==> src/hw/rtl/hpt_pkg.sv <==
// Shared types and constants for the histogram percentile threshold block.
`default_nettype none

package hpt_pkg;

    // Default number of histogram buckets.
    localparam int BUCKETS_DEF = 512;

    // Width of one bucket count and of a selected bucket index on the ports.
    localparam int CNT_W = 32;
    localparam int SEL_W = 9;

    // Register reset values.
    localparam logic [CNT_W-1:0] LIMIT_RESET = 32'd100;
    localparam logic [SEL_W-1:0] THR_RESET   = 9'd8;

    typedef logic [SEL_W-1:0] t_sel;

    // Register indexes of the configuration port.
    typedef logic [0:0] t_reg_idx;
    localparam t_reg_idx REG_SMALL_TOTAL_LIMIT = 1'b0;
    localparam t_reg_idx REG_START_THRESH      = 1'b1;

    typedef enum logic [1:0] {
        ST_LOAD,
        ST_SCAN,
        ST_FINISH
    } t_state;

    // Scan result offered by the controller to the result stage.
    typedef struct packed {
        logic valid;
        t_sel heap;
        t_sel send;
    } t_done;

endpackage

`default_nettype wire

==> src/hw/rtl/hpt_ctrl.sv <==
// Load and scan controller: fills the bucket store, then scans it for both thresholds.
`default_nettype none

module hpt_ctrl
    import hpt_pkg::*;
#(
    parameter int BUCKETS = BUCKETS_DEF,
    parameter int IW      = $clog2(BUCKETS)
) (
    input  wire logic             i_clk,
    input  wire logic             i_rst_n,
    input  wire logic             i_in_valid,
    output logic                  o_in_stall,
    input  wire logic [CNT_W-1:0] i_bucket_count,
    input  wire logic             i_last,
    input  wire logic [CNT_W-1:0] i_limit,
    output logic                  o_we,
    output logic      [IW-1:0]    o_waddr,
    output logic      [CNT_W-1:0] o_wdata,
    output logic                  o_re,
    output logic      [IW-1:0]    o_raddr,
    input  wire logic [CNT_W-1:0] i_rdata,
    output t_done                 o_done,
    input  wire logic             i_done_ready
);

    localparam int PW = $clog2(BUCKETS + 1);
    localparam int TW = CNT_W + IW;
    localparam int MW = TW + 5;
    localparam logic [IW-1:0] TOP_IDX = IW'(BUCKETS - 1);
    localparam logic [PW-1:0] DEPTH   = PW'(BUCKETS);

    t_state r_state, n_state;

    logic [PW-1:0] r_load_pos;
    logic [TW-1:0] r_total;
    logic [PW-1:0] r_rd_idx;
    logic          r_s1_valid;
    logic [IW-1:0] r_s1_idx;
    logic          r_s2_valid;
    logic [IW-1:0] r_s2_idx;
    logic [TW-1:0] r_cum;
    logic          r_heap_found;
    logic          r_send_found;
    logic [IW-1:0] r_heap_idx;
    logic [IW-1:0] r_send_idx;

    logic          in_acc;
    logic          store;
    logic          issue;
    logic          scan_done;
    logic          low_total;
    logic          heap_hit;
    logic          send_hit;
    logic [MW-1:0] cum20;
    logic [MW-1:0] cum10;
    logic [MW-1:0] tot_ext;

    assign in_acc = i_in_valid && !o_in_stall;
    assign store  = in_acc && (r_load_pos < DEPTH);

    assign o_we    = store;
    assign o_waddr = r_load_pos[IW-1:0];
    assign o_wdata = i_bucket_count;

    assign issue   = (r_state == ST_SCAN) && (r_rd_idx < r_load_pos);
    assign o_re    = issue;
    assign o_raddr = r_rd_idx[IW-1:0];

    assign scan_done = (r_state == ST_SCAN) && !issue && !r_s1_valid && !r_s2_valid;

    // Exact percentile tests: cum*20 >= total and cum*10 >= total, or cum >= total for both at a low total.
    assign cum20     = (MW'(r_cum) << 4) + (MW'(r_cum) << 2);
    assign cum10     = (MW'(r_cum) << 3) + (MW'(r_cum) << 1);
    assign tot_ext   = MW'(r_total);
    assign low_total = r_total <= TW'(i_limit);
    assign heap_hit  = low_total ? (r_cum >= r_total) : (cum20 >= tot_ext);
    assign send_hit  = low_total ? (r_cum >= r_total) : (cum10 >= tot_ext);

    always_comb begin
        n_state = r_state;
        unique case (r_state)
            ST_LOAD: begin
                if (in_acc && i_last) begin
                    n_state = ST_SCAN;
                end
            end
            ST_SCAN: begin
                if (scan_done) begin
                    n_state = ST_FINISH;
                end
            end
            ST_FINISH: begin
                if (i_done_ready) begin
                    n_state = ST_LOAD;
                end
            end
            default: n_state = ST_LOAD;
        endcase
    end

    always_comb begin
        o_in_stall = 1'b1;
        o_done     = '0;
        unique case (r_state)
            ST_LOAD: begin
                o_in_stall = 1'b0;
            end
            ST_SCAN: begin
                o_in_stall = 1'b1;
            end
            ST_FINISH: begin
                o_done.valid = 1'b1;
                if (r_total == '0) begin
                    o_done.heap = t_sel'(TOP_IDX);
                    o_done.send = t_sel'(TOP_IDX);
                end else begin
                    o_done.heap = t_sel'(r_heap_idx);
                    o_done.send = t_sel'(r_send_idx);
                end
            end
            default: o_in_stall = 1'b1;
        endcase
    end

    always_ff @(posedge i_clk) begin
        if (!i_rst_n) begin
            r_state      <= ST_LOAD;
            r_load_pos   <= '0;
            r_total      <= '0;
            r_rd_idx     <= '0;
            r_s1_valid   <= 1'b0;
            r_s2_valid   <= 1'b0;
            r_cum        <= '0;
            r_heap_found <= 1'b0;
            r_send_found <= 1'b0;
        end else begin
            r_state    <= n_state;
            r_s1_valid <= issue;
            r_s2_valid <= r_s1_valid;
            if (store) begin
                r_load_pos <= r_load_pos + 1'b1;
                r_total    <= r_total + TW'(i_bucket_count);
            end
            if (r_state == ST_LOAD) begin
                r_rd_idx     <= '0;
                r_cum        <= '0;
                r_heap_found <= 1'b0;
                r_send_found <= 1'b0;
            end
            if (issue) begin
                r_rd_idx <= r_rd_idx + 1'b1;
            end
            if (r_s1_valid) begin
                r_cum <= r_cum + TW'(i_rdata);
            end
            if (r_s2_valid && !r_heap_found && heap_hit) begin
                r_heap_found <= 1'b1;
            end
            if (r_s2_valid && !r_send_found && send_hit) begin
                r_send_found <= 1'b1;
            end
            if ((r_state == ST_FINISH) && i_done_ready) begin
                r_load_pos <= '0;
                r_total    <= '0;
            end
        end
    end

    always_ff @(posedge i_clk) begin
        r_s1_idx <= r_rd_idx[IW-1:0];
        r_s2_idx <= r_s1_idx;
        if (r_s2_valid && !r_heap_found && heap_hit) begin
            r_heap_idx <= r_s2_idx;
        end
        if (r_s2_valid && !r_send_found && send_hit) begin
            r_send_idx <= r_s2_idx;
        end
    end

`ifndef SYNTHESIS
    a_pipe_in_scan: assert property (@(posedge i_clk) disable iff (!i_rst_n)
        (r_s1_valid || r_s2_valid) |-> (r_state == ST_SCAN))
        else $error("scan pipeline busy outside the scan");

    a_scan_nonempty: assert property (@(posedge i_clk) disable iff (!i_rst_n)
        (r_state == ST_SCAN) |-> (r_load_pos != '0))
        else $error("scan started with no stored bucket");

    a_both_found: assert property (@(posedge i_clk) disable iff (!i_rst_n)
        ((r_state == ST_FINISH) && (r_total != '0)) |-> (r_heap_found && r_send_found))
        else $error("scan ended without both thresholds");

    a_heap_first: assert property (@(posedge i_clk) disable iff (!i_rst_n)
        ((r_state == ST_FINISH) && (r_total != '0)) |-> (r_heap_idx <= r_send_idx))
        else $error("heap threshold lies above send threshold");
`endif

endmodule

`default_nettype wire

==> config.mk <==
export PLATFORM = sky130hd
export DESIGN_NAME = hpt_ctrl
export DESIGN_NICKNAME = d
export VERILOG_FILES = /design/src/hw/rtl/hpt_pkg.sv /design/src/hw/rtl/hpt_ctrl.sv
export SDC_FILE = /design/constraint.sdc
export NUM_CORES = 1
export LEC_CHECK = 0
export ABC_AREA = 1
export BUFFER_PORTS_ARGS = -buffer_cell sky130_fd_sc_hd__clkbuf_2
export CAP_MARGIN = 15
export CORE_UTILIZATION = 40
export DETAILED_ROUTE_END_ITERATION = 12
export PLACE_DENSITY = 0.56
export SLEW_MARGIN = 5
export SYNTH_ARGS = -nofsm -noshare
export SYNTH_HDL_FRONTEND = slang
export SYNTH_SLANG_ARGS = --single-unit
==> constraint.sdc <==
create_clock -name i_clk -period 4.31 [get_ports i_clk]
set_clock_uncertainty 0.2 [all_clocks]
set_input_delay 1.293 -clock i_clk [delete_from_list [all_inputs] [get_ports i_clk]]
set_output_delay 1.293 -clock i_clk [all_outputs]
set_load 0.1 [all_outputs]
==> results.py, run 1 <==
metrics = {
    "synth": {
        "synthAdderAreaFrac_pct": 20.7,
        "synth_seq_cells": 144,
        "netlist_top_cells_count": "nand2_1 (535), inv_1 (350), a21oi_1 (286)",
        "yosysMostFrequentCell": "nand2_1",
        "yosysUniqueCellTypes": 64,
        "synth_xor_xnor_area_share_pct": 2.99,
        "synth.largest_area_cell": "ha_1",
        "synth_edf_count": 18,
        "ys_seq_area_share_pct": 18.7,
        "synthSimpleGateAreaFrac_pct": 27.0,
        "postSynthCellCount": 2485,
        "synth_area_leaders": "ha_1 (20%), dfxtp_1 (15%), nand2_1 (12%), a21oi_1 (8.7%), inv_1 (8.0%)",
        "synth-compound-area-share_pct": 19.5,
        "synthArstFlopShare_pct": 0,
        "syn_nets": 2855,
        "yosysWarnings": 0,
        "netlist_area_um2": 16400,
        "avgSynthCellArea_um2": 6.60,
        "synth_top_family_by_area": "simple AND/OR/NAND/NOR gates",
        "muxShareOfSynthArea_pct": 0,
        "yosys.area.top_type_share_pct": 20.3,
        "synth-main-ff-cell": "dfxtp_1",
    },
    "global_route": {
        "grt_pass1_wl_um": 85400,
        "antenna_found_initial": 0,
        "grt_max_degree": 38,
        "grt_pass1_vias": 16300,
        "grt_use_total_pct": 26.4,
        "grt_overflow_total": 0,
    },
    "final_layout": {
        "n_antenna_cell": 0,
        "final_area_um2": 18900,
        "multi_input_area_um2": 11800,
        "area_growth_pct": 15.4,
        "fin_nets": 3008,
        "drive_gt1_share_pct": 14.9,
        "register_area_um2": 3090,
        "nFillCells": 4186,
    },
    "detailed_routing": {
        "drtIter0Drc": 956,
        "vias_per_cell": 5.39,
        "ant_nets": 0,
        "vias": 17100,
        "wl_per_cell_um": 17.4,
        "drt-total-wl_um": 55100,
        "drc": 0,
        "first_pass_iters": 5,
    },
    "placed_design": {
        "io_buffers": 172,
        "dp_slack_ns": 0.0217,
        "dpl-instance-area_um2": 18100,
        "hpwlAfterDp_um": 46500,
        "routabilityCongestion": 0.970,
    },
    "floorplan": {
        "coreArea_um2": 40100,
        "die-area_um2": 41800,
        "initial_core_util_pct": 40.9,
        "row_count": 73,
        "die_width_um": 204,
        "die_h_um": 204,
        "num_io_pins": 173,
    },
    "timing": {
        "report.final.hold_viol_count": 0,
        "setup_slack_ns": 0.155,
        "finalMaxSlewViolations": 0,
        "final.setup.tns_ns": 0,
        "setup_violations": 0,
        "slew-limit-headroom_pct": 37.9,
        "fmax_mhz": 241,
        "whs_ns": 0.128,
        "fin_crit_sh_pct": 96.4,
        "worst_slew_pin_slew_ns": 0.931,
        "period_minus_slack_ns": 4.16,
    },
    "clock_tree": {
        "clkLatencyLatePin_ns": 0.46,
        "holdBufCountCts": 0,
        "cts.reportedPaths.clkPinSlew_ns": 0.07,
        "cts_tree": "done",
        "clock_sinks": 144,
        "h-tree-depth": 4,
        "cts_buffer_depth": 2,
        "clock-root-buffer": "clkbuf_16",
        "numCtsBuffers": 17,
    },
    "flow_run": {
        "maxCapViolations": 0,
    },
    "setup_path": {
        "crit_start": "r_total[35]$_SDFFE_PP0P_",
        "end_kind": "output port",
        "cp_slowest_cell": "dfxtp_1",
        "crit_path_start_kind": "flop",
        "crit_chain": "inv_1, nand4_1, nor2_2, nand2_1, nor4_2, nand3_2, buf_4, a21oi_1, buf_12",
        "required_ns": 2.82,
        "cp.arrival_ns": 2.66,
        "worstReg2RegStart": "r_cum[2]$_SDFFE_PN0P_",
        "worst-path-max-fanout": 18,
        "crit_type": "reg2out",
        "critPathMaxStageDelay_ns": 0.31,
    },
    "pwr": {
        "power_density_nw_per_um2": 263,
        "leakage_nw": 9.74,
        "peakVddDrop_uv": 273,
    },
    "worst_hold_path": {
        "hold_start": "r_s1_idx[3]$_DFF_P_",
        "hold_class": "reg2reg",
    },
    "run_status": {
        "status": "finished, final reports clean",
    },
}
[state kept, by name, indices dropped and copies added (netlist names)]
signal / flops
r_rd_idx: 10
r_s1_valid: 1
r_send_found: 1
r_s2_idx: 9
r_heap_idx: 9
r_heap_found: 1
r_s2_valid: 1
r_load_pos: 10
r_cum: 41
r_send_idx: 9
r_total: 41
r_s1_idx: 9
r_state: 2
[per-layer routing]
| layer | vias to the layer above | GRT usage, % | wire, um |
|---|---|---|---|
| li1 | 8681 | - | - |
| met1 | 7903 | 35.6 | 26200 |
| met2 | 477 | 42.9 | 24600 |
| met3 | 69 | 2.77 | 2440 |
| met4 | 0 | 10.6 | 1910 |
| met5 | - | 0 | 0 |
[final cells by class]
type | count | area share [%]
timing repair buffer | 215 | 7.97
multi-input combinational | 1905 | 62.1
inverter | 355 | 7.04
clock buffer | 19 | 2.45
tap | 525 | 3.47
clock inverter | 13 | 0.589
sequential | 144 | 16.3
[worst paths after layout]
kind,endpoint,slack (ns),cells past startpoint
max,o_done[4],0.15,9
min,r_s2_idx[3]$_DFF_P_,0.13,0
max reg2reg,r_send_idx[0]$_DFFE_PP_,0.25,25
min reg2reg,r_s2_idx[3]$_DFF_P_,0.13,0
[layout by cell type (no fill, tap or decap), drive strengths merged, types with 45 or more instances in the layout]
master and n:
nand4 45, buf 63, inv 364, nand3 111, ha 266, nand2 552, o21ai 140, clkbuf 171
nor2 233, a21oi 297, dfxtp 126
[logic make-up (layout without fill, tap and decap cells)]
logic type / Yosys count / count (layout)
flip-flops: 144 / 144
buffers and inverters: 436 / 602
AO/OA/AOI/OAI: 558 / 558
AND/OR/NAND/NOR: 1022 / 1022
adder cells (fa/ha/maj): 269 / 269
XOR/XNOR: 56 / 56
[power breakdown]
part           internal (mW)  switching (mW)
Clock                  0.806           0.690
Combinational          0.604            1.36
Sequential              1.42          0.0890
Total                   2.83            2.14
[per-stage QoR]
| stage | util, % | cells | total power [mW] |
|---|---|---|---|
| global route | 47.2 | 3176 | 5.26 |
| finish | 47.2 | 3176 | 4.97 |
| CTS | 46.6 | 3170 | 4.98 |
| floorplan | - | 2485 | 2.88 |
| detailed placement | 45.2 | 3138 | 3.47 |
| global placement | 45.2 | 3138 | 3.46 |
[worst max-delay path: cells and delay by family (launching register included)]
family,cells,cell delay [ns]
DFF,1,0.31
and+or+nand+nor,5,0.87
buffers and inverters,3,0.72
AOI/OAI and AO/OA,1,0.28
[timing repair]
| item | 4_1_cts | 5_1_grt |
|---|---|---|
| setup endpoints to repair | 0 | 28 |
| setup buffers | 0 | 6 |
| resized for setup | 0 | 57 |
Power figures use the tool's default switching activity.
==> inputs of run 2 (changes only) <==
- CAP_MARGIN: 15 -> 40
- CELL_PAD_IN_SITES_DETAIL_PLACEMENT: not set -> 0
- CELL_PAD_IN_SITES_GLOBAL_PLACEMENT: not set -> 1
- PLACE_DENSITY: 0.56 -> 0.75
==> results.py, run 2 (same netlist as run 1, synthesis figures left out) <==
metrics = {
    "final_layout": {
        "mostFrequentLayoutCell": "nand2_1",
        "reg_top3": "r_cum x41, r_total x41",
        "fin_nets": 3020,
        "register_area_um2": 3140,
        "n_antenna_cell": 0,
        "multi_input_area_um2": 11900,
        "final_cell_mix": "nand2_1 (524), inv_1 (348), a21oi_1 (270)",
        "drive_gt1_share_pct": 16.1,
        "nFillCells": 4145,
        "area_growth_pct": 17.6,
    },
    "setup_path": {
        "cpLargestDelayFamily": "simple AND/OR/NAND/NOR gates",
        "cp_slowest_cell": "dfxtp_1",
        "crit_buf_inv": 3,
        "end_kind": "output port",
        "crit_type": "reg2out",
        "r2r_cells": 24,
        "crit_path_start_kind": "flop",
        "cp.arrival_ns": 2.68,
        "crit_chain": "inv_1, nand4_1, nor2_1, nand2_1, nor4_2, nand3_2, buf_4, a21oi_1, buf_12",
        "critPathMaxStageDelay_ns": 0.35,
        "cp.depth": 9,
        "required_ns": 2.82,
        "worst-path-max-fanout": 18,
    },
    "pwr": {
        "power_density_nw_per_um2": 261,
        "leakage_nw": 9.81,
        "clockPowerShare_pct": 30.8,
        "switching_share_pct": 43.6,
        "switchingPower_mw": 2.19,
        "p_int_mw": 2.83,
        "power_frac_comb_pct": 39.4,
        "peakVddDrop_uv": 288,
        "p_total_mw": 5.02,
        "p_seq_share_pct": 29.8,
    },
    "flow_run": {
        "maxCapViolations": 0,
    },
    "detailed_routing": {
        "ant_nets": 0,
        "vias": 17100,
        "first_pass_iters": 5,
        "drt-total-wl_um": 55500,
        "drc": 0,
        "vias_per_cell": 5.36,
        "drtIter0Drc": 980,
        "wl_per_cell_um": 17.4,
    },
    "clock_tree": {
        "cts.reportedPaths.clkPinSlew_ns": 0.07,
        "clock-root-buffer": "clkbuf_16",
        "h-tree-depth": 4,
        "numCtsBuffers": 17,
        "holdBufCountCts": 0,
        "cts_buffer_depth": 2,
        "cts_tree": "done",
        "clock_sinks": 144,
        "clkLatencyLatePin_ns": 0.46,
    },
    "global_route": {
        "grt_use_total_pct": 26.5,
        "grt_overflow_total": 0,
        "grt_pass1_vias": 16300,
        "grt_max_degree": 46,
        "antenna_found_initial": 0,
        "grt_pass1_wl_um": 85800,
    },
    "timing": {
        "period_minus_slack_ns": 4.17,
        "final.setup.tns_ns": 0,
        "fin_crit_sh_pct": 96.8,
        "finalMaxSlewViolations": 0,
        "slew-limit-headroom_pct": 42.9,
        "setup_slack_ns": 0.139,
        "report.final.hold_viol_count": 0,
        "whs_ns": 0.129,
        "setup_violations": 0,
        "fmax_mhz": 240,
        "worst_slew_pin_slew_ns": 0.856,
    },
    "floorplan": {
        "die-area_um2": 41800,
        "initial_core_util_pct": 40.9,
        "row_count": 73,
        "die_h_um": 204,
        "num_io_pins": 173,
        "die_width_um": 204,
        "coreArea_um2": 40100,
    },
    "placed_design": {
        "dp_slack_ns": 0.0553,
        "routabilityCongestion": 0.984,
        "io_buffers": 172,
        "hpwlAfterDp_um": 46700,
    },
    "run_status": {
        "status": "finished, final reports clean",
    },
    "worst_hold_path": {
        "min_path_cells": 0,
        "hold_class": "reg2reg",
    },
}
[run 2: cell count changes in the layout (fill, tap and decap cells not counted), sizes merged]
cell | previous run | this run
buf | 63 | 75
clkbuf | 171 | 170
clkinv | 3 | 4
clkinvlp | 1 | 2
inv | 364 | 363
[run 2: per-stage QoR]
step	util [%]	cell area, um^2	cells
2_1_floorplan	-	16500	2485
3_3_place_gp	45.2	18100	3139
3_5_place_dp	45.3	18200	3140
4_1_cts	46.8	18800	3172
5_1_grt	48.1	19300	3188
6_report	48.1	19300	3188
[run 2: timing repair]
action,4_1_cts,5_1_grt
endpoints found under the setup margin,0,19
resized for setup,0,105
endpoints found under the hold margin,0,0
buffers inserted,0,16
[run 2: routing by layer]
| metal | part of all wire (%) | global-route usage, % | wire, um | vias to the layer above |
|---|---|---|---|---|
| met5 | 0 | 0 | 0 | - |
| met4 | 3.2 | 9.43 | 1750 | 0 |
| met3 | 4.0 | 2.55 | 2210 | 72 |
| met2 | 45 | 43.7 | 25100 | 411 |
| met1 | 48 | 35.6 | 26400 | 7894 |
| li1 | - | - | - | 8695 |
[run 2: final timing paths]
| kind | start | endpoint | slack (ns) |
|---|---|---|---|
| max | r_total[33]$_SDFFE_PP0P_ | o_done[5] | 0.14 |
| min | r_s1_idx[2]$_DFF_P_ | r_s2_idx[2]$_DFF_P_ | 0.13 |
| max reg2reg | r_cum[4]$_SDFFE_PN0P_ | r_heap_idx[1]$_DFFE_PP_ | 0.21 |
| min reg2reg | r_s1_idx[2]$_DFF_P_ | r_s2_idx[2]$_DFF_P_ | 0.13 |
[run 2: final cells by class]
class                           instances  area share [%]
Clock buffer                           18            2.34
Inverter                              355            6.91
Timing Repair Buffer                  227            8.40
Multi-Input combinational cell       1905            61.8
Sequential cell                       144            16.3
Tap cell                              525            3.41
Clock inverter                         14           0.818
[run 2: power groups by stage]
| stage | Clock (mW) | Combinational (mW) | Sequential (mW) |
|---|---|---|---|
| global route | 1.63 | 2.20 | 1.51 |
| floorplan | 0 | 1.38 | 1.49 |
| global placement | 0 | 1.92 | 1.53 |
| CTS | 1.58 | 1.95 | 1.50 |
| finish | 1.55 | 1.98 | 1.50 |
| detailed placement | 0 | 1.95 | 1.53 |
==> inputs of run 3 (changes only) <==
==> constraint.sdc (replaced) <==
create_clock -name i_clk -period 4.31 [get_ports i_clk]
set_clock_uncertainty 0.2 [all_clocks]
set_input_delay 0.431 -clock i_clk [delete_from_list [all_inputs] [get_ports i_clk]]
set_output_delay 0.431 -clock i_clk [all_outputs]
set_load 0.1 [all_outputs]
==> results.py, run 3 (same netlist as run 1, synthesis figures left out) <==
metrics = {
    "run_status": {
        "status": "finished, final reports clean",
    },
    "final_layout": {
        "reg_top3": "r_cum x41, r_total x41",
        "final_cell_mix": "nand2_1 (523), inv_1 (349), a21oi_1 (280)",
        "final_area_um2": 18700,
        "nFillCells": 4260,
        "mostFrequentLayoutCell": "nand2_1",
        "fin_util_pct": 46.6,
        "register_area_um2": 3130,
        "multi_input_area_um2": 11800,
        "n_antenna_cell": 0,
        "drive_gt1_share_pct": 15.0,
        "fin_nets": 2996,
        "area_growth_pct": 14.0,
    },
    "detailed_routing": {
        "first_pass_iters": 5,
        "drtIter0Drc": 900,
        "drt-total-wl_um": 54100,
        "vias": 16800,
        "wl_per_cell_um": 17.1,
        "ant_nets": 0,
        "drc": 0,
        "vias_per_cell": 5.31,
    },
    "pwr": {
        "switching_share_pct": 43.6,
        "p_int_mw": 2.83,
        "clockPowerShare_pct": 31.7,
        "leakage_nw": 9.60,
        "power_density_nw_per_um2": 268,
        "p_seq_share_pct": 29.9,
        "peakVddDrop_uv": 281,
        "power_frac_comb_pct": 38.4,
        "switchingPower_mw": 2.19,
    },
    "timing": {
        "worst_slew_pin_slew_ns": 0.811,
        "finalMaxSlewViolations": 0,
        "setup_violations": 0,
        "period_minus_slack_ns": 4.11,
        "rsz0062_at_grt": "yes",
        "setup_slack_ns": 0.202,
        "whs_ns": 0.125,
        "slew-limit-headroom_pct": 46.0,
        "fin_crit_sh_pct": 95.3,
        "fmax_mhz": 243,
        "report.final.hold_viol_count": 0,
    },
    "setup_path": {
        "worst-path-max-fanout": 9,
        "end_kind": "flop",
        "required_ns": 4.29,
        "crit_path_start_kind": "flop",
        "cp.arrival_ns": 4.08,
        "crit_type": "reg2reg",
    },
    "placed_design": {
        "io_buffers": 172,
        "dpl-instance-area_um2": 17600,
        "hpwlAfterDp_um": 45500,
        "dp_slack_ns": 0.0132,
        "routabilityCongestion": 1.02,
    },
    "clock_tree": {
        "numCtsBuffers": 17,
        "cts_buffer_depth": 2,
        "clkLatencyLatePin_ns": 0.46,
        "cts.reportedPaths.clkPinSlew_ns": 0.08,
        "cts_tree": "done",
        "h-tree-depth": 4,
        "holdBufCountCts": 0,
        "clock-root-buffer": "clkbuf_16",
        "clock_sinks": 144,
    },
    "global_route": {
        "antenna_found_initial": 0,
        "grt_max_degree": 50,
        "grt_pass1_wl_um": 84000,
        "grt_pass1_vias": 16000,
        "grt_use_total_pct": 25.9,
        "grt_overflow_total": 0,
    },
    "floorplan": {
        "initial_core_util_pct": 40.9,
        "die_width_um": 204,
        "coreArea_um2": 40100,
        "die-area_um2": 41800,
        "row_count": 73,
        "num_io_pins": 173,
        "die_h_um": 204,
    },
    "worst_hold_path": {
        "hold_class": "reg2reg",
    },
    "flow_run": {
        "maxCapViolations": 0,
    },
}
==> run 3: power by group through the flow <==
stage                     Clock (mW)  Sequential [mW]  Combinational, mW
after floorplan                    0             1.49               1.38
after detailed placement           0             1.54               1.90
final                           1.59             1.50               1.93
after CTS                       1.63             1.50               1.91
after global placement             0             1.53               1.89
after global routing            1.68             1.51               2.14
==> run 3: final timing paths <==
kind / start / endpoint / slack, ns / depth (start not counted)
max: r_cum[20]$_SDFFE_PN0P_ / r_heap_idx[2]$_DFFE_PP_ / 0.20 / 26
min: r_s1_idx[3]$_DFF_P_ / r_s2_idx[3]$_DFF_P_ / 0.13 / 0
max reg2reg: r_cum[20]$_SDFFE_PN0P_ / r_heap_idx[2]$_DFFE_PP_ / 0.20 / 26
min reg2reg: r_s1_idx[3]$_DFF_P_ / r_s2_idx[3]$_DFF_P_ / 0.13 / 0
==> run 3: critical path, stage by stage, from the launching register on <==
cell,delay (ns)
dfxtp_4,0.37
ha_2,0.39
nand2_2,0.09
nor2_2,0.14
nand2_1,0.09
nor2_1,0.16
nand2_2,0.09
nand3_4,0.13
a21oi_4,0.08
o21ai_2,0.18
a21oi_2,0.07
xor2_1,0.23
inv_1,0.13
ha_1,0.31
nand2_1,0.05
inv_1,0.07
nand2_1,0.06
nor4_2,0.20
nand4_1,0.10
nand2_1,0.08
inv_1,0.04
nand2_1,0.08
nand2_1,0.05
nand3_1,0.11
nand2_2,0.07
inv_1,0.09
buf_12,0.13
==> run 3: routing by layer <==
| metal | part of all wire, % | GRT usage, % | vias to the layer above |
|---|---|---|---|
| li1 | - | - | 8651 |
| met1 | 48 | 34.9 | 7705 |
| met2 | 45 | 43.2 | 379 |
| met3 | 3.9 | 2.33 | 69 |
| met4 | 2.7 | 8.34 | 0 |
| met5 | 0 | 0 | - |
==> run 3: area by class of cell <==
class,count,area share (%)
repair buffers,203,6.09
multi-input cells,1905,63.2
inverters,355,7.13
flip-flops and latches,144,16.8
clock buffers,17,2.28
clock inverters,15,1.02
well taps,525,3.52
==> run 3: through the flow <==
stage,power [mW],TNS (ns),instances
after floorplan,2.87,0,2485
after global placement,3.42,0,3122
after detailed placement,3.43,0,3123
after CTS,5.05,0,3155
after global routing,5.32,-0.364,3164
final,5.02,0,3164
==> run 3: repair_timing <==
item / CTS / global route
setup buffers: 0 / 9
gates resized for setup: 0 / 103
setup endpoints to repair: 0 / 18
